`src/rtl/resp_request_deframer_defines.svh`:
```
// Assertion macros shared by the request deframer modules.
// Expects the including module to have signals named clock and reset.
`ifndef RESP_REQUEST_DEFRAMER_DEFINES_SVH
`define RESP_REQUEST_DEFRAMER_DEFINES_SVH

// Same-cycle implication, checked outside reset
`define RRD_ASSERT_IMPLY(label, ante, cons, msg) \
   label: assert property (@(posedge clock) disable iff (reset) (ante) |-> (cons)) \
      else $error(msg);

// Next-cycle implication, checked outside reset
`define RRD_ASSERT_NEXT(label, ante, cons, msg) \
   label: assert property (@(posedge clock) disable iff (reset) (ante) |=> (cons)) \
      else $error(msg);

`endif

```
`src/rtl/rrd_pkg.sv`:
```
// Types, constants and helpers for the request deframer.
// No dependencies; imported by every rrd_ module and the top level.
package rrd_pkg;

   // Character codes
   localparam logic [7:0] CHAR_STAR   = 8'h2A;
   localparam logic [7:0] CHAR_DOLLAR = 8'h24;
   localparam logic [7:0] CHAR_CR     = 8'h0D;
   localparam logic [7:0] CHAR_LF     = 8'h0A;
   localparam logic [7:0] CHAR_TAB    = 8'h09;
   localparam logic [7:0] CHAR_SPACE  = 8'h20;
   localparam logic [7:0] CHAR_PLUS   = 8'h2B;
   localparam logic [7:0] CHAR_MINUS  = 8'h2D;
   localparam logic [7:0] CHAR_ZERO   = 8'h30;
   localparam logic [7:0] CHAR_NINE   = 8'h39;

   // Widths and limits
   localparam int ACC_W      = 25;
   localparam logic [ACC_W-1:0] ACC_MAX = {ACC_W{1'b1}};
   localparam int LINE_LIMIT = 16777216;
   localparam int LEN_W      = $clog2(LINE_LIMIT + 2);
   localparam int ARGS_W     = 11;
   localparam int ARG_IDX_W  = 10;
   localparam logic [ARG_IDX_W-1:0] ARG_IDX_MAX = {ARG_IDX_W{1'b1}};

   // Configuration port
   localparam int CSR_INDEX_W = 2;
   localparam int CSR_DATA_W  = 25;
   localparam logic [CSR_INDEX_W-1:0] CSR_MAX_ARGUMENTS   = 2'd0;
   localparam logic [CSR_INDEX_W-1:0] CSR_MAX_BULK_LENGTH = 2'd1;
   localparam logic [ARGS_W-1:0] MAX_ARGUMENTS_RESET   = 11'd1024;
   localparam logic [ACC_W-1:0]  MAX_BULK_LENGTH_RESET = 25'd16777216;

   // Result queue
   localparam int QUEUE_DEPTH = 4;
   localparam int QPTR_W      = $clog2(QUEUE_DEPTH);
   localparam int QCNT_W      = $clog2(QUEUE_DEPTH + 1);

   typedef enum logic [1:0] {
      KIND_BYTE    = 2'd0,
      KIND_ARG_END = 2'd1,
      KIND_CMD_END = 2'd2,
      KIND_STOP    = 2'd3
   } kind_type;

   typedef enum logic [2:0] {
      CAUSE_NONE         = 3'd0,
      CAUSE_BAD_COUNT    = 3'd1,
      CAUSE_NO_DOLLAR    = 3'd2,
      CAUSE_BAD_LENGTH   = 3'd3,
      CAUSE_NO_CRLF      = 3'd4,
      CAUSE_LINE_LONG    = 3'd5,
      CAUSE_EMPTY_INLINE = 3'd6
   } cause_type;

   typedef struct packed {
      kind_type               kind;
      logic [7:0]             value;
      logic [ARG_IDX_W-1:0]   arg_index;
      cause_type              cause;
   } result_type;

   // One queue entry: the one or two results caused by a single byte
   typedef struct packed {
      logic       two;
      result_type r0;
      result_type r1;
   } entry_type;

   typedef struct packed {
      logic      empty;
      entry_type entry;
   } head_type;

   function automatic logic is_space(logic [7:0] c);
      return (c == CHAR_SPACE) || ((c >= CHAR_TAB) && (c <= CHAR_CR));
   endfunction

   function automatic result_type mk_result(kind_type k, logic [7:0] v,
                                            logic [ARG_IDX_W-1:0] idx, cause_type cs);
      result_type r;
      r.kind      = k;
      r.value     = v;
      r.arg_index = idx;
      r.cause     = cs;
      return r;
   endfunction

endpackage

```
`src/rtl/rrd_queue.sv`:
```
// Short result queue between the parser front and the emitter back.
// Depends on rrd_pkg and resp_request_deframer_defines.svh.
`include "resp_request_deframer_defines.svh"

module rrd_queue import rrd_pkg::*; (
   input  logic      clock,
   input  logic      reset,
   input  logic      push,
   input  entry_type push_entry,
   output logic      full,
   input  logic      pop,
   output head_type  head
);

   entry_type            mem_ff [QUEUE_DEPTH];
   logic [QPTR_W-1:0]    wr_ptr_ff, wr_ptr_in;
   logic [QPTR_W-1:0]    rd_ptr_ff, rd_ptr_in;
   logic [QCNT_W-1:0]    count_ff, count_in;

   function automatic logic [QPTR_W-1:0] ptr_next(logic [QPTR_W-1:0] p);
      return (p == QPTR_W'(QUEUE_DEPTH - 1)) ? '0 : p + 1'b1;
   endfunction

   always_comb begin
      wr_ptr_in = push ? ptr_next(wr_ptr_ff) : wr_ptr_ff;
      rd_ptr_in = pop  ? ptr_next(rd_ptr_ff) : rd_ptr_ff;
      count_in  = count_ff;
      if (push && !pop) begin
         count_in = count_ff + 1'b1;
      end else if (pop && !push) begin
         count_in = count_ff - 1'b1;
      end
   end

   always_ff @(posedge clock) begin
      if (reset) begin
         wr_ptr_ff <= '0;
         rd_ptr_ff <= '0;
         count_ff  <= '0;
      end else begin
         wr_ptr_ff <= wr_ptr_in;
         rd_ptr_ff <= rd_ptr_in;
         count_ff  <= count_in;
      end
   end

   always_ff @(posedge clock) begin
      if (push) begin
         mem_ff[wr_ptr_ff] <= push_entry;
      end
   end

   assign full       = (count_ff == QCNT_W'(QUEUE_DEPTH));
   assign head.empty = (count_ff == '0);
   assign head.entry = mem_ff[rd_ptr_ff];

   `RRD_ASSERT_IMPLY(a_no_overflow, push, !full, "result queue written while full")
   `RRD_ASSERT_IMPLY(a_no_underflow, pop, !head.empty, "result queue read while empty")

endmodule

```
`src/rtl/rrd_parser.sv`:
```
// Front end: accepts request bytes, tracks the framing state and forms
// the results of each byte. Holds the configuration registers.
// Depends on rrd_pkg and resp_request_deframer_defines.svh.
`include "resp_request_deframer_defines.svh"

module rrd_parser import rrd_pkg::*; (
   input  logic                   clock,
   input  logic                   reset,
   input  logic                   req_push,
   input  logic                   req_full,
   input  logic [7:0]             req_in_byte,
   input  logic                   csr_valid,
   input  logic [CSR_INDEX_W-1:0] csr_index,
   input  logic [CSR_DATA_W-1:0]  csr_wdata,
   output logic                   q_push,
   output entry_type              q_entry
);

   typedef enum logic [8:0] {
      PH_PREFIX = 9'b000000001,
      PH_INLINE = 9'b000000010,
      PH_COUNT  = 9'b000000100,
      PH_DOLLAR = 9'b000001000,
      PH_LEN    = 9'b000010000,
      PH_DATA   = 9'b000100000,
      PH_CR     = 9'b001000000,
      PH_LF     = 9'b010000000,
      PH_HALT   = 9'b100000000
   } phase_type;

   typedef struct packed {
      logic sign;
      logic minus;
      logic digits;
      logic cr;
      logic bad;
   } nflags_type;

   typedef struct packed {
      nflags_type       flags;
      logic [ACC_W-1:0] accum;
   } num_state_type;

   phase_type              phase_ff, phase_in;
   logic [ACC_W-1:0]       accum_ff, accum_in;
   nflags_type             nflags_ff, nflags_in;
   logic [LEN_W-1:0]       line_len_ff, line_len_in;
   logic [ARGS_W-1:0]      args_rem_ff, args_rem_in;
   logic [ACC_W-1:0]       bulk_rem_ff, bulk_rem_in;
   logic [ARG_IDX_W-1:0]   cur_arg_ff, cur_arg_in;
   logic                   open_ff, open_in;
   logic                   seen_ff, seen_in;
   logic [ARGS_W-1:0]      max_args_ff;
   logic [ACC_W-1:0]       max_bulk_ff;

   logic                   accept;
   logic                   has0, has1;
   result_type             res0, res1;

   // One character of a number line
   function automatic num_state_type num_char(num_state_type s, logic [7:0] c);
      logic               dig;
      logic [3:0]         d;
      logic [ACC_W+3:0]   prod;
      num_state_type      r;
      r    = s;
      dig  = (c >= CHAR_ZERO) && (c <= CHAR_NINE);
      d    = c[3:0];
      prod = ({4'b0, s.accum} << 3) + ({4'b0, s.accum} << 1) + {{ACC_W{1'b0}}, d};
      if (!s.flags.bad) begin
         if (s.flags.digits) begin
            if (!dig) begin
               r.flags.bad = 1'b1;
            end else if (prod > {4'b0, ACC_MAX}) begin
               r.accum = ACC_MAX;
            end else begin
               r.accum = prod[ACC_W-1:0];
            end
         end else if (dig) begin
            r.flags.digits = 1'b1;
            r.accum        = {{(ACC_W-4){1'b0}}, d};
         end else if (s.flags.sign) begin
            r.flags.bad = 1'b1;
         end else if (c == CHAR_PLUS) begin
            r.flags.sign = 1'b1;
         end else if (c == CHAR_MINUS) begin
            r.flags.sign  = 1'b1;
            r.flags.minus = 1'b1;
         end else if (!is_space(c)) begin
            r.flags.bad = 1'b1;
         end
      end
      return r;
   endfunction

   assign accept = req_push && !req_full;

   always_comb begin
      num_state_type ns;
      logic          ok;
      logic          line_empty;
      logic          too_long;
      logic          is_lf;

      phase_in    = phase_ff;
      accum_in    = accum_ff;
      nflags_in   = nflags_ff;
      line_len_in = line_len_ff;
      args_rem_in = args_rem_ff;
      bulk_rem_in = bulk_rem_ff;
      cur_arg_in  = cur_arg_ff;
      open_in     = open_ff;
      seen_in     = seen_ff;
      has0        = 1'b0;
      has1        = 1'b0;
      res0        = '0;
      res1        = '0;
      ns.flags    = nflags_ff;
      ns.accum    = accum_ff;
      is_lf       = (req_in_byte == CHAR_LF);
      too_long    = (line_len_ff > LEN_W'(LINE_LIMIT));
      line_empty  = (line_len_ff == {{(LEN_W-1){1'b0}}, nflags_ff.cr});

      // Finished number line: valid and non-negative
      if (nflags_ff.bad) begin
         ok = 1'b0;
      end else if (!nflags_ff.digits) begin
         ok = line_empty;
      end else begin
         ok = !(nflags_ff.minus && (accum_ff != '0));
      end

      unique case (phase_ff) inside
         PH_PREFIX: begin
            cur_arg_in = '0;
            if (req_in_byte == CHAR_STAR) begin
               accum_in    = '0;
               nflags_in   = '0;
               line_len_in = '0;
               phase_in    = PH_COUNT;
            end else begin
               line_len_in = '0;
               phase_in    = PH_INLINE;
               open_in     = 1'b0;
               seen_in     = 1'b0;
               if (!is_space(req_in_byte)) begin
                  has0    = 1'b1;
                  res0    = mk_result(KIND_BYTE, req_in_byte, '0, CAUSE_NONE);
                  open_in = 1'b1;
                  seen_in = 1'b1;
               end
            end
         end
         PH_INLINE: begin
            if (is_lf) begin
               if (open_ff) begin
                  has0 = 1'b1;
                  res0 = mk_result(KIND_ARG_END, 8'h00, cur_arg_ff, CAUSE_NONE);
               end
               if (seen_ff) begin
                  if (open_ff) begin
                     has1 = 1'b1;
                     res1 = mk_result(KIND_CMD_END, 8'h00, '0, CAUSE_NONE);
                  end else begin
                     has0 = 1'b1;
                     res0 = mk_result(KIND_CMD_END, 8'h00, '0, CAUSE_NONE);
                  end
                  phase_in   = PH_PREFIX;
                  cur_arg_in = '0;
                  open_in    = 1'b0;
                  seen_in    = 1'b0;
               end else begin
                  has0     = 1'b1;
                  res0     = mk_result(KIND_STOP, 8'h00, '0, CAUSE_EMPTY_INLINE);
                  phase_in = PH_HALT;
               end
            end else if (too_long) begin
               has0     = 1'b1;
               res0     = mk_result(KIND_STOP, 8'h00, '0, CAUSE_LINE_LONG);
               phase_in = PH_HALT;
            end else begin
               line_len_in = line_len_ff + 1'b1;
               if (is_space(req_in_byte)) begin
                  if (open_ff) begin
                     has0    = 1'b1;
                     res0    = mk_result(KIND_ARG_END, 8'h00, cur_arg_ff, CAUSE_NONE);
                     open_in = 1'b0;
                     if (cur_arg_ff != ARG_IDX_MAX) begin
                        cur_arg_in = cur_arg_ff + 1'b1;
                     end
                  end
               end else begin
                  has0    = 1'b1;
                  res0    = mk_result(KIND_BYTE, req_in_byte, cur_arg_ff, CAUSE_NONE);
                  open_in = 1'b1;
                  seen_in = 1'b1;
               end
            end
         end
         PH_COUNT, PH_LEN: begin
            if (is_lf) begin
               if (phase_ff == PH_COUNT) begin
                  if (!ok || (accum_ff == '0) || (accum_ff > ACC_W'(max_args_ff))) begin
                     has0     = 1'b1;
                     res0     = mk_result(KIND_STOP, 8'h00, '0, CAUSE_BAD_COUNT);
                     phase_in = PH_HALT;
                  end else begin
                     args_rem_in = accum_ff[ARGS_W-1:0];
                     cur_arg_in  = '0;
                     phase_in    = PH_DOLLAR;
                  end
               end else if (!ok || (accum_ff > max_bulk_ff)) begin
                  has0     = 1'b1;
                  res0     = mk_result(KIND_STOP, 8'h00, '0, CAUSE_BAD_LENGTH);
                  phase_in = PH_HALT;
               end else begin
                  bulk_rem_in = accum_ff;
                  phase_in    = (accum_ff != '0) ? PH_DATA : PH_CR;
               end
            end else if (too_long) begin
               has0     = 1'b1;
               res0     = mk_result(KIND_STOP, 8'h00, '0, CAUSE_LINE_LONG);
               phase_in = PH_HALT;
            end else begin
               line_len_in = line_len_ff + 1'b1;
               // A held CR not followed by LF counts as whitespace
               if (ns.flags.cr) begin
                  ns.flags.cr = 1'b0;
                  ns = num_char(ns, CHAR_CR);
               end
               if (req_in_byte == CHAR_CR) begin
                  ns.flags.cr = 1'b1;
               end else begin
                  ns = num_char(ns, req_in_byte);
               end
               nflags_in = ns.flags;
               accum_in  = ns.accum;
            end
         end
         PH_DOLLAR: begin
            if (req_in_byte == CHAR_DOLLAR) begin
               accum_in    = '0;
               nflags_in   = '0;
               line_len_in = '0;
               phase_in    = PH_LEN;
            end else begin
               has0     = 1'b1;
               res0     = mk_result(KIND_STOP, 8'h00, '0, CAUSE_NO_DOLLAR);
               phase_in = PH_HALT;
            end
         end
         PH_DATA: begin
            has0        = 1'b1;
            res0        = mk_result(KIND_BYTE, req_in_byte, cur_arg_ff, CAUSE_NONE);
            bulk_rem_in = bulk_rem_ff - 1'b1;
            if (bulk_rem_in == '0) begin
               phase_in = PH_CR;
            end
         end
         PH_CR: begin
            if (req_in_byte == CHAR_CR) begin
               phase_in = PH_LF;
            end else begin
               has0     = 1'b1;
               res0     = mk_result(KIND_STOP, 8'h00, '0, CAUSE_NO_CRLF);
               phase_in = PH_HALT;
            end
         end
         PH_LF: begin
            if (is_lf) begin
               has0        = 1'b1;
               res0        = mk_result(KIND_ARG_END, 8'h00, cur_arg_ff, CAUSE_NONE);
               args_rem_in = args_rem_ff - 1'b1;
               if (args_rem_in == '0) begin
                  has1       = 1'b1;
                  res1       = mk_result(KIND_CMD_END, 8'h00, '0, CAUSE_NONE);
                  cur_arg_in = '0;
                  phase_in   = PH_PREFIX;
               end else begin
                  if (cur_arg_ff != ARG_IDX_MAX) begin
                     cur_arg_in = cur_arg_ff + 1'b1;
                  end
                  phase_in = PH_DOLLAR;
               end
            end else begin
               has0     = 1'b1;
               res0     = mk_result(KIND_STOP, 8'h00, '0, CAUSE_NO_CRLF);
               phase_in = PH_HALT;
            end
         end
         default: begin
            // halted: drop every byte
         end
      endcase
   end

   always_ff @(posedge clock) begin
      if (reset) begin
         phase_ff    <= PH_PREFIX;
         accum_ff    <= '0;
         nflags_ff   <= '0;
         line_len_ff <= '0;
         args_rem_ff <= '0;
         bulk_rem_ff <= '0;
         cur_arg_ff  <= '0;
         open_ff     <= 1'b0;
         seen_ff     <= 1'b0;
      end else if (accept) begin
         phase_ff    <= phase_in;
         accum_ff    <= accum_in;
         nflags_ff   <= nflags_in;
         line_len_ff <= line_len_in;
         args_rem_ff <= args_rem_in;
         bulk_rem_ff <= bulk_rem_in;
         cur_arg_ff  <= cur_arg_in;
         open_ff     <= open_in;
         seen_ff     <= seen_in;
      end
   end

   always_ff @(posedge clock) begin
      if (reset) begin
         max_args_ff <= MAX_ARGUMENTS_RESET;
         max_bulk_ff <= MAX_BULK_LENGTH_RESET;
      end else if (csr_valid) begin
         if (csr_index == CSR_MAX_ARGUMENTS) begin
            max_args_ff <= csr_wdata[ARGS_W-1:0];
         end else if (csr_index == CSR_MAX_BULK_LENGTH) begin
            max_bulk_ff <= csr_wdata[ACC_W-1:0];
         end
      end
   end

   assign q_push        = accept && has0;
   assign q_entry.two   = has1;
   assign q_entry.r0    = res0;
   assign q_entry.r1    = res1;

   `RRD_ASSERT_NEXT(a_halt_sticky, phase_ff == PH_HALT, phase_ff == PH_HALT,
      "left halt without reset")
   `RRD_ASSERT_IMPLY(a_stop_alone, q_push && q_entry.two,
      (q_entry.r0.kind != KIND_STOP) && (q_entry.r1.kind != KIND_STOP),
      "stop paired with another result")
   `RRD_ASSERT_IMPLY(a_stop_halts, q_push && (q_entry.r0.kind == KIND_STOP),
      phase_in == PH_HALT, "stop issued without halting")

endmodule

```
`src/rtl/rrd_emitter.sv`:
```
// Back end: presents the queued results one at a time on the result port
// and marks the final result of each byte. Depends on rrd_pkg and
// resp_request_deframer_defines.svh.
`include "resp_request_deframer_defines.svh"

module rrd_emitter import rrd_pkg::*; (
   input  logic                 clock,
   input  logic                 reset,
   input  head_type             head,
   output logic                 deq,
   output logic                 rsp_empty,
   input  logic                 rsp_pop,
   output logic [1:0]           rsp_kind,
   output logic [7:0]           rsp_value,
   output logic [ARG_IDX_W-1:0] rsp_arg_index,
   output logic [2:0]           rsp_stop_cause,
   output logic                 rsp_last
);

   logic       sel_ff, sel_in;
   logic       take;
   result_type cur;

   assign cur       = sel_ff ? head.entry.r1 : head.entry.r0;
   assign rsp_last  = !head.entry.two || sel_ff;
   assign rsp_empty = head.empty;
   assign take      = rsp_pop && !head.empty;
   assign deq       = take && rsp_last;

   // Advance to the second result, or release the entry after the last one
   always_comb begin
      sel_in = sel_ff;
      if (take) begin
         sel_in = !rsp_last;
      end
   end

   always_ff @(posedge clock) begin
      if (reset) begin
         sel_ff <= 1'b0;
      end else begin
         sel_ff <= sel_in;
      end
   end

   assign rsp_kind       = cur.kind;
   assign rsp_value      = cur.value;
   assign rsp_arg_index  = cur.arg_index;
   assign rsp_stop_cause = cur.cause;

   `RRD_ASSERT_NEXT(a_second_shown, take && !rsp_last, sel_ff && !head.empty, "second result of pair lost")
   `RRD_ASSERT_IMPLY(a_sel_pair, sel_ff, head.entry.two && !head.empty, "second slot selected on single entry")

endmodule

```
`src/rtl/resp_request_deframer.sv`:
```
// Request deframer top level: splits a request byte stream into argument
// items. Instantiates rrd_parser, rrd_queue and rrd_emitter; uses rrd_pkg.
// Usage
//   Input: one request byte per item on req_in_byte, taken at a clock edge
//   where req_push is high and req_full is low. Bytes of array commands
//   ('*' count line, then '$' length line, raw data and CR LF per argument)
//   and inline commands (whitespace-separated tokens ending at LF) are
//   turned into argument bytes, argument ends and command ends.
//   Output: the oldest result sits on rsp_* while rsp_empty is low and is
//   taken at an edge where rsp_pop is high; rsp_last marks the final result
//   of its input byte. A byte gives zero, one or two results.
//   Configuration: csr_valid writes csr_wdata to register csr_index
//   (0 max arguments, 1 max bulk length); csr_ready is always high.
//   Timing: one byte per cycle while req_full is low. Results of a byte are
//   queued when it is taken; a byte with two results needs two pops.
//   A framing error gives one session stop result, after which all bytes
//   are taken and dropped until reset.
//   Stall: a four-entry result queue absorbs a stalled receiver; when it
//   fills, req_full rises until an entry is released.
//   Reset: synchronous; clears framing state and queue, restores defaults.

module resp_request_deframer import rrd_pkg::*; (
   input  logic                   clock,
   input  logic                   reset,
   input  logic                   req_push,
   output logic                   req_full,
   input  logic [7:0]             req_in_byte,
   output logic                   rsp_empty,
   input  logic                   rsp_pop,
   output logic [1:0]             rsp_kind,
   output logic [7:0]             rsp_value,
   output logic [ARG_IDX_W-1:0]   rsp_arg_index,
   output logic [2:0]             rsp_stop_cause,
   output logic                   rsp_last,
   input  logic                   csr_valid,
   output logic                   csr_ready,
   input  logic [CSR_INDEX_W-1:0] csr_index,
   input  logic [CSR_DATA_W-1:0]  csr_wdata
);

   logic      q_push;
   entry_type q_entry;
   logic      q_full;
   logic      q_pop;
   head_type  q_head;

   assign csr_ready = 1'b1;
   assign req_full  = q_full;

   rrd_parser u_parser (
      .clock       (clock),
      .reset       (reset),
      .req_push    (req_push),
      .req_full    (q_full),
      .req_in_byte (req_in_byte),
      .csr_valid   (csr_valid),
      .csr_index   (csr_index),
      .csr_wdata   (csr_wdata),
      .q_push      (q_push),
      .q_entry     (q_entry)
   );

   rrd_queue u_queue (
      .clock      (clock),
      .reset      (reset),
      .push       (q_push),
      .push_entry (q_entry),
      .full       (q_full),
      .pop        (q_pop),
      .head       (q_head)
   );

   rrd_emitter u_emitter (
      .clock          (clock),
      .reset          (reset),
      .head           (q_head),
      .deq            (q_pop),
      .rsp_empty      (rsp_empty),
      .rsp_pop        (rsp_pop),
      .rsp_kind       (rsp_kind),
      .rsp_value      (rsp_value),
      .rsp_arg_index  (rsp_arg_index),
      .rsp_stop_cause (rsp_stop_cause),
      .rsp_last       (rsp_last)
   );

endmodule
```
`config.mk`:
```
export PLATFORM = sky130hd
export DESIGN_NAME = resp_request_deframer
export DESIGN_NICKNAME = d
export VERILOG_FILES = /design/src/rtl/rrd_pkg.sv /design/src/rtl/rrd_queue.sv /design/src/rtl/rrd_parser.sv /design/src/rtl/rrd_emitter.sv /design/src/rtl/resp_request_deframer.sv
export VERILOG_INCLUDE_DIRS = /design/src /design/src/rtl
export SDC_FILE = /design/constraint.sdc
export NUM_CORES = 1
export LEC_CHECK = 0
export BUFFER_PORTS_ARGS = -buffer_cell sky130_fd_sc_hd__buf_2
export CAP_MARGIN = 20
export CORE_MARGIN = 2
export CORE_UTILIZATION = 46
export CTS_CLUSTER_DIAMETER = 60
export DETAILED_ROUTE_END_ITERATION = 8
export GPL_TIMING_DRIVEN = 0
export SKIP_CTS_REPAIR_TIMING = 1
export SLEW_MARGIN = 20
export SYNTH_ARGS = -nofsm -noshare
export SYNTH_HDL_FRONTEND = slang
export SYNTH_SLANG_ARGS = --single-unit
```
`constraint.sdc`:
```
create_clock -name clock -period 7 [get_ports clock]
set_clock_uncertainty 0.1 [all_clocks]
set_input_delay 1.4 -clock clock [delete_from_list [all_inputs] [get_ports clock]]
set_output_delay 1.4 -clock clock [all_outputs]
set_load 0.005 [all_outputs]
```
==> summary.txt, run 1 <==
Outcome
  • Outcome: complete, no violations

Layout
  • Commonest non-fill, non-tap cell in the layout: dfxtp_1
  • Layout area overhead: 12.92%
  • Ant. Diodes: 0
  • Cell Count, Final, Fillers Out: 2,240
  • Final nets: 1,915
  • Share of cells above drive strength 1: 12.18%
  • Most frequent cells in the layout: dfxtp_1, nand2_1, nor2_1, a21oi_1, ha_1

Run
  • Max_cap viols: 0

Setup path
  • Startpoint Class: input port
  • Kind of critical path: input port to register
  • CP Capture Type: register
  • Cells along the critical path: buf_2 -> inv_1 -> fa_1 -> inv_1 -> fa_1 -> a211oi_1 -> o21ai_0 -> a32oi_1 -> a21boi_0 -> o211ai_1 -> and3_1 -> clkbuf_1 -> a21oi_1 -> or2_2
  • Crit Path Max Fanout: 10
  • Arrival time worst endpoint: 5.37 ns
  • CP max-delay cell: fa_1
  • Max stage delay on crit path: 0.55 ns
  • Critical Path RT: 7.35 ns

Place
  • DP HPWL: 31,570 um
  • Placed insts: 2,184
  • Gpl congestion: 0.9192
  • I/O Buffers: 64

Clock tree
  • Longest Clk Path Bufs: 3
  • TritonCTS buffer count: 30
  • CTS tree: done
  • H-tree depth: 1
  • Clk_lat worst skew: 0.58 ns
  • Clock-pin transition on the worst setup and hold timing paths: 0.06 ns
  • CTS Sinks: 254
  • Root Driver: clkbuf_16

Detailed routing
  • Initial DRC Count: 772
  • DR vias: 13,120
  • Drt drc: 0
  • Vias per cell: 5.859
  • Drt first pass iters: 6
  • Final wirelength: 41,840 um
  • Routed WL per cell: 18.68 um
  • Final ANT Viol Nets: 0

Yosys
  • Synth top area share: 20.65%
  • Yosys reg bits: 254
  • Ys flop type: dfxtp_1
  • Post-synth ARST share: 0%
  • Synth warn: 0
  • Post-Syn Area: 15,320 sq um
  • Sequential element share of the synthesized area: 39.46%
  • Syn Inst Count: 1,668
  • Number of unique standard cell types used by synthesis: 98
  • Synth area leaders: dfxtp_1, edfxtp_1, ha_1, a21oi_1, nand2_1
  • Syn avg cell area: 9.185 sq um
  • Syn Nets: 1,809
  • EDFF count, synth: 96
  • Yosys top cell by area: dfxtp_1

Die
  • Num rows: 66
  • Die width: 186.5 um
  • Die area: 34,780 sq um
  • Core ar.: 32,700 sq um
  • Initial Util: 46.85%
  • Ports: 67
  • Die Span Y: 186.5 um

STA
  • RSZ-0062 raised after global routing: false
  • Final period utilization: 71.74%
  • Setup violators final: 0
  • Pins Over Slew Limit: 0
  • Slew headroom: 39.69%
  • Tightest Pin Transition: 0.8949 ns
  • Post-layout min period: 5.022 ns
  • Highest clock rate: 0.1991 GHz
  • Final Hold Viols: 0
  • Final TNS setup: 0 ns

Global route
  • Met3 GRT Util: 2.859%
  • Global Route Usage Sum: 23.79%
  • Gr busiest metal: met2
  • Initial antenna violation count: 0
  • Vias in the first global route: 12,840
  • Largest net degree at the start of global routing: 17
  • Overflow after GRT: 0
  • Met1 usage: 29.72%
  • Global-route wire length before repair: 67,920 um
  • Grt met2 use: 42.11%

Min path
  • Hold crit path type: register to register

Power
  • Worst VDD drop: 0.1906 mV
  • Pwr/cell area: 239.8 nW/um^2
  • Static Leak: 6.676 nW
[critical path, delay by kind of cell]
kind                       cells  cell delay, ns
and+or+nand+nor                2            0.52
AOI/OAI and AO/OA              6            1.67
buffers and inverters          4            0.74
adders and majority gates      2            1.02
[sequential cells by signal, indices dropped and copies added, names as in the netlist, named ones only]
signal and cells:
u_parser.seen_ff 1, u_parser.bulk_rem_ff 25, u_parser.open_ff 1, u_parser.max_args_ff 11, u_queue.mem_ff 96, u_parser.cur_arg_ff 10, u_parser.max_bulk_ff 25, u_queue.rd_ptr_ff 2
u_parser.phase_ff 9, u_queue.count_ff 3, u_parser.args_rem_ff 11, u_parser.nflags_ff 5, u_queue.wr_ptr_ff 2, u_parser.accum_ff 25, u_emitter.sel_ff 1, u_parser.line_len_ff 25
[final cells by class]
cell class	count	area (sq um)
multi-input combinational	1254	8658
tap	442	553.0
clock inverter	14	142.6
fill	3113	15400
timing repair buffer	74	406.6
sequential	254	6046
clock buffer	42	845.8
inverter	76	285.3
buffer	84	362.8
[cells by family after synthesis]
| group | synth area share (%) |
|---|---|
| XOR/XNOR | 3.144 |
| flip-flops | 39.46 |
| multiplexers | 4.786 |
| AND/OR/NAND/NOR | 21.81 |
| AO/OA/AOI/OAI | 18.15 |
| other | 0.02448 |
| adder cells (fa/ha/maj) | 8.395 |
| buffers and inverters | 4.230 |
[synth_stat cells (9+ instances only)]
cell      count
dfxtp_1     158
nand2_1     157
nor2_1      139
a21oi_1     123
ha_1         98
edfxtp_1     96
inv_1        76
o21ai_0      73
nand3_1      67
clkbuf_1     59
nor2b_1      41
xor2_1       38
nor3_1       37
nand4_1      33
a211oi_1     31
a22o_1       25
mux4_2       24
nor4_1       23
and2_1       20
or3_1        19
a21o_1       18
buf_2        17
mux2i_1      17
xnor2_1      17
o211ai_1     16
a31oi_1      15
nand2b_1     15
and3_1       13
nor3b_1      13
o21a_1       13
or4_1        13
a211o_1       9
o22ai_1       9
[per-stage QoR]
stage / hold WS [ns] / total power, mW / cell area [sq um] / worst slack (ns) / utilization [%]
floorplan: 0.3363 / 2.364 / 15320 / 1.847 / -
global placement: 0.3445 / 2.636 / 16190 / -0.2002 / 49.52
detailed placement: 0.3488 / 2.663 / 16310 / 1.438 / 49.87
CTS: 0.3559 / 4.184 / 17300 / 2.009 / 52.89
global route: 0.3692 / 4.347 / 17300 / 1.655 / 52.90
finish: 0.3520 / 4.148 / 17300 / 1.978 / 52.90
[layer usage]
metal	wire [um]	up-vias
met5	0	-
met4	1551	0
met3	1900	108
met2	20440	352
met1	17950	6243
li1	-	6421
[where the power goes]
| group | total (mW) | internal, mW | switching (mW) |
|---|---|---|---|
| Clock | 1.52 | 0.887 | 0.632 |
| Sequential | 1.71 | 1.66 | 0.0532 |
| Combinational | 0.917 | 0.380 | 0.538 |
[worst paths after layout]
kind | start | end | slack (ns) | depth (start not counted)
hold / removal | u_parser.max_bulk_ff[21] | u_parser.max_bulk_ff[21] | 0.35 | 2
setup reg to reg | u_parser.accum_ff[6] | u_queue.count_ff[2] | 2.01 | 15
setup / recovery | req_in_byte[3] | u_parser.accum_ff[0] | 1.98 | 14
hold reg to reg | u_parser.max_bulk_ff[21] | u_parser.max_bulk_ff[21] | 0.35 | 2
No activity file was read; power rests on OpenSTA's default activity.
==> run 2, diff against run 1 <==
Clock period 7 ns to 4.7 ns, I/O delays scaled along.
==> summary.txt, run 2 (same netlist as run 1, synthesis figures left out) <==
Outcome
  • Outcome: complete, no violations

Setup path
  • Arrival time worst endpoint: 4.89 ns (-0.48 ns)
  • RR Endpoint: u_queue.count_ff[2]
  • Startpoint Class: register
  • Reg2Reg Depth: 15 (unchanged)
  • Crit Path Max Fanout: 8 (-2)
  • CP Capture Type: register
  • RR Startpoint: u_parser.accum_ff[6]
  • Critical Path RT: 5.10 ns (-2.25 ns)
  • Kind of critical path: register to register
  • R2r setup slk: 0.21 ns (-1.80 ns)

STA
  • Final period utilization: 95.52%
  • Setup violators final: 0 (unchanged)
  • Highest clock rate: 0.2227 GHz
  • Tightest Pin Transition: 0.8911 ns (-0.003767 ns)
  • RSZ-0062 raised after global routing: false
  • Slew headroom: 40.59% (+0.90 points)
  • Final TNS setup: 0 ns (unchanged)
  • Post-layout min period: 4.489 ns
  • Pins Over Slew Limit: 0 (unchanged)
  • Final Hold Viols: 0 (unchanged)

Detailed routing
  • DR vias: 13,130 (+0.076%)
  • Drt drc: 0 (unchanged)
  • Initial DRC Count: 749 (-3.0%)
  • Vias per cell: 5.863 (about the same)
  • Final wirelength: 41,870 um (about the same)
  • Final ANT Viol Nets: 0 (unchanged)
  • Routed WL per cell: 18.69 um (about the same)
  • Drt first pass iters: 7 (+1)

Global route
  • Largest net degree at the start of global routing: 17 (unchanged)
  • Overflow after GRT: 0 (unchanged)
  • Initial antenna violation count: 0 (unchanged)
  • Vias in the first global route: 12,850 (+0.047%)
  • Global Route Usage Sum: 23.79% (about the same)
  • Global-route wire length before repair: 67,920 um (unchanged)

Clock tree
  • Longest Clk Path Bufs: 3 (unchanged)
  • Clock-pin transition on the worst setup and hold timing paths: 0.06 ns (about the same)
  • Clk_lat worst skew: 0.58 ns (about the same)
  • H-tree depth: 1 (unchanged)
  • TritonCTS buffer count: 30 (unchanged)
  • CTS tree: done
  • Root Driver: clkbuf_16
  • CTS Sinks: 254 (unchanged)

Layout
  • Post-route cell area: 17,340 sq um (+0.22%)
  • Biggest register: u_queue.mem_ff
  • Commonest non-fill, non-tap cell in the layout: dfxtp_1
  • Fillers: 3,112 (-0.032%)
  • FF+latch area: 6046 sq um (unchanged)
  • Share of cells above drive strength 1: 12.35% (+0.17 points)
  • Max reg flops: 96 (unchanged)
  • Most frequent cells in the layout: dfxtp_1, nand2_1, nor2_1, a21oi_1, ha_1
  • Final Util: 53.02% (+0.12 points)
  • Layout area overhead: 13.17%
  • Multi-input combinational cell area: 8696 sq um (+0.43%)
  • Cell Count, Final, Fillers Out: 2,240 (unchanged)
  • Final nets: 1,915 (unchanged)
  • Ant. Diodes: 0 (unchanged)

Power
  • Worst VDD drop: 0.2842 mV (+49%)
  • Static Leak: 6.700 nW (+0.37%)
  • Pwr Total: 6.188 mW (+49%)
  • Pwr/cell area: 356.9 nW/um^2 (+49%)

Die
  • Core ar.: 32,700 sq um (unchanged)
  • Die area: 34,780 sq um (unchanged)
  • Die Span Y: 186.5 um (unchanged)
  • Die width: 186.5 um (unchanged)
  • Initial Util: 46.85% (unchanged)
  • Ports: 67 (unchanged)
  • Num rows: 66 (unchanged)

Place
  • Gpl congestion: 0.9192 (unchanged)
  • I/O Buffers: 64 (unchanged)
  • DP HPWL: 31,570 um (unchanged)
  • Placed insts: 2,184 (unchanged)
  • Area after DPL: 16,310 sq um (unchanged)

Min path
  • Hold path startpoint: u_parser.max_bulk_ff[21]
  • Hold depth: 2 (unchanged)
  • WHS Endpoint: u_parser.max_bulk_ff[21]
  • Hold crit path type: register to register

Run
  • Max_cap viols: 0 (unchanged)
-- run 2: metal layers --
layer | GRT usage, % | routed length [um]
met1 | 29.73 | 17950
met5 | 0 | 0
met4 | 8.944 | 1491
met2 | 42.14 | 20560
met3 | 2.859 | 1871
-- run 2: how the worst max path moves through the flow --
stage                                 end            startpoint  cells after the start  slack [ns]
CTS                   u_queue.count_ff[2]  u_parser.accum_ff[6]                     15       -0.21
global placement    u_queue.mem_ff[0][30]        req_in_byte[2]                     10       -2.04
global route          u_queue.count_ff[1]  u_parser.accum_ff[6]                     14        0.02
floorplan           u_queue.mem_ff[0][22]        req_in_byte[2]                      9       0.007
finish                u_queue.count_ff[2]  u_parser.accum_ff[6]                     15        0.21
detailed placement   u_parser.accum_ff[0]        req_in_byte[3]                     14       -0.40
-- run 2: worst max-delay path, cell delays in order (launching register included) --
cell and delay [ns]:
dfxtp_1 0.60, ha_1 0.35, a211o_1 0.29, o221ai_1 0.17, a21oi_1 0.10, o41ai_4 0.50, and4bb_2 0.45, o21ai_1 0.15
a2111oi_4 0.56, nor2_1 0.12, ha_1 0.27, inv_1 0.08, fa_1 0.17, xor2_1 0.07, or3_1 0.30, a21oi_1 0.14
-- run 2: layout make-up --
| type | count | share of cell area (%) |
|---|---|---|
| Multi-Input combinational cell | 1254 | 50.15 |
| Inverter | 76 | 1.645 |
| Tap cell | 442 | 3.189 |
| Clock buffer | 42 | 4.878 |
| Clock inverter | 14 | 0.8226 |
| Sequential cell | 254 | 34.87 |
| Buffer | 84 | 2.100 |
| Timing Repair Buffer | 74 | 2.345 |
-- run 2: power breakdown --
part	leakage (nW)	switching (mW)	internal, mW
registers	2.19	0.0796	2.47
logic	4.03	0.803	0.572
clock network	0.476	0.943	1.32
total	6.70	1.83	4.36
-- run 2: through the flow --
step / setup WS (ns) / hold WS, ns
floorplan: 0.006875 / 0.3363
global placement: -2.040 / 0.3445
detailed placement: -0.4017 / 0.3488
CTS: -0.2119 / 0.3559
global route: 0.01557 / 0.3692
finish: 0.2106 / 0.3520
==> run 3, diff against run 2 <==
Settings changed: CTS_BUF_LIST from default to sky130_fd_sc_hd__clkbuf_16.
==> summary.txt, run 3 (same netlist as run 1, synthesis figures left out) <==
Detailed routing
  • Final wirelength: 41,820 um (-0.10%)
  • Drt drc: 0 (unchanged)
  • DR vias: 13,160 (+0.22%)
  • Initial DRC Count: 763 (+1.9%)
  • Vias per cell: 5.876 (+0.22%)
  • Final ANT Viol Nets: 0 (unchanged)
  • Drt first pass iters: 6 (-1)
  • Routed WL per cell: 18.67 um (-0.10%)

Global route
  • Global-route wire length before repair: 67,950 um (about the same)
  • Met1 usage: 29.67% (-0.064 points)
  • Grt met2 use: 42.12% (about the same)
  • Initial antenna violation count: 0 (unchanged)
  • Met3 GRT Util: 2.934% (+0.075 points)
  • Largest net degree at the start of global routing: 17 (unchanged)
  • Gr busiest metal: met2
  • Global Route Usage Sum: 23.80% (about the same)
  • Overflow after GRT: 0 (unchanged)
  • Vias in the first global route: 12,860 (+0.086%)

Clock tree
  • CTS tree: done
  • Clock-pin transition on the worst setup and hold timing paths: 0.06 ns (about the same)
  • Longest Clk Path Bufs: 3 (unchanged)
  • CTS Sinks: 254 (unchanged)
  • Clk_lat worst skew: 0.58 ns (about the same)
  • H-tree depth: 1 (unchanged)
  • Root Driver: clkbuf_16
  • TritonCTS buffer count: 30 (unchanged)

Outcome
  • Outcome: complete, no violations

Layout
  • Final Util: 52.87% (-0.15 points)
  • Biggest register: u_queue.mem_ff
  • Final nets: 1,915 (unchanged)
  • Share of cells above drive strength 1: 12.07% (-0.28 points)
  • Max reg flops: 96 (unchanged)
  • Layout area overhead: 12.85%
  • Ant. Diodes: 0 (unchanged)
  • Fillers: 3,122 (+0.32%)
  • Most frequent cells in the layout: dfxtp_1, nand2_1, nor2_1, a21oi_1, ha_1
  • Commonest non-fill, non-tap cell in the layout: dfxtp_1

STA
  • Post-layout min period: 4.458 ns (-0.03142 ns)
  • Worst hold slack: 0.3520 ns (+0.000001000 ns)
  • Final TNS setup: 0 ns (unchanged)
  • Pins Over Slew Limit: 0 (unchanged)
  • Tightest Pin Transition: 0.8934 ns (+0.002295 ns)
  • Highest clock rate: 0.2243 GHz (+0.70%)
  • Final period utilization: 94.85% (-0.67 points)
  • Final Hold Viols: 0 (unchanged)
  • Slew headroom: 40.44% (-0.15 points)
  • RSZ-0062 raised after global routing: false
  • Setup violators final: 0 (unchanged)

Power
  • Psw: 1.829 mW (+0.19%)
  • Clk pwr share: 35.6% (-1.0 points)
  • Pwr/cell area: 352.5 nW/um^2 (-1.2%)
  • Internal: 4.266 mW (-2.2%)
  • Static Leak: 6.701 nW (about the same)
  • Combinational Power Share: 22.6% (+0.4 points)
  • Worst VDD drop: 0.2904 mV (+2.2%)
  • Seq pwr share: 41.8% (+0.6 points)
  • Pwr Total: 6.094 mW (-1.5%)
  • Sw Share: 30.00% (+0.51 points)

Die
  • Core ar.: 32,700 sq um (unchanged)
  • Die width: 186.5 um (unchanged)
  • Num rows: 66 (unchanged)
  • Die area: 34,780 sq um (unchanged)
  • Die Span Y: 186.5 um (unchanged)
  • Initial Util: 46.85% (unchanged)
  • Ports: 67 (unchanged)

Place
  • DP HPWL: 31,570 um (unchanged)
  • I/O Buffers: 64 (unchanged)
  • Gpl congestion: 0.9192 (unchanged)

Setup path
  • Crit Path Max Fanout: 8 (unchanged)
  • Arrival time worst endpoint: 4.86 ns (-0.03 ns)
  • Critical Path RT: 5.10 ns (about the same)
  • Kind of critical path: register to register
  • Startpoint Class: register
  • CP Capture Type: register

Min path
  • Hold crit path type: register to register

Run
  • Max_cap viols: 0 (unchanged)
run 3: critical path: stages, from the launching register on:
cell       delay, ns
dfxtp_1         0.60
ha_1            0.35
a211o_1         0.29
o221ai_1        0.17
a21oi_1         0.09
o41ai_4         0.49
and4bb_2        0.45
o21ai_1         0.15
a2111oi_4       0.55
nor2_1          0.12
ha_1            0.27
inv_1           0.08
fa_1            0.17
xor2_1          0.07
or3_1           0.30
a21oi_1         0.14
run 3: layout make-up:
| class | instances | area [sq um] | share of cell area [%] |
|---|---|---|---|
| Tap cell | 442 | 553.0 | 3.199 |
| Multi-Input combinational cell | 1254 | 8696 | 50.30 |
| Clock buffer | 30 | 750.7 | 4.342 |
| Timing Repair Buffer | 74 | 406.6 | 2.352 |
| Inverter | 76 | 285.3 | 1.650 |
| Buffer | 84 | 364.1 | 2.106 |
| Sequential cell | 254 | 6046 | 34.97 |
| Clock inverter | 26 | 187.7 | 1.086 |
run 3: worst paths after layout:
path | start | depth (start not counted) | slack (ns) | end
worst max-delay path | u_parser.accum_ff[6] | 15 | 0.24 | u_queue.count_ff[2]
worst max register to register | u_parser.accum_ff[6] | 15 | 0.24 | u_queue.count_ff[2]
worst min register to register | u_parser.max_bulk_ff[21] | 2 | 0.35 | u_parser.max_bulk_ff[21]
worst min-delay path | u_parser.max_bulk_ff[21] | 2 | 0.35 | u_parser.max_bulk_ff[21]
run 3: through the flow:
| stage | std cells | setup slack (ns) | instance area [sq um] |
|---|---|---|---|
| 2_1_floorplan | 1668 | 0.006875 | 15320 |
| 3_3_place_gp | 2174 | -2.040 | 16190 |
| 3_5_place_dp | 2184 | -0.4017 | 16310 |
| 4_1_cts | 2240 | -0.2062 | 17250 |
| 5_1_grt | 2240 | 0.01898 | 17290 |
| 6_report | 2240 | 0.2420 | 17290 |
run 3: power groups by stage:
stage                     registers [mW]  logic (mW)  clock network (mW)
after global routing                2.57        1.53                2.29
final                               2.55        1.38                2.17
after global placement              2.61        1.32                   0
after CTS                           2.55        1.37                2.21
after floorplan                     2.58       0.937                   0
after detailed placement            2.60        1.37                   0
run 3: per-layer routing:
metal  part of all wire, %  wire (um)
met3                   4.5       1875
met1                    43      17880
met4                   3.9       1642
met5                     0          0
met2                    49      20430
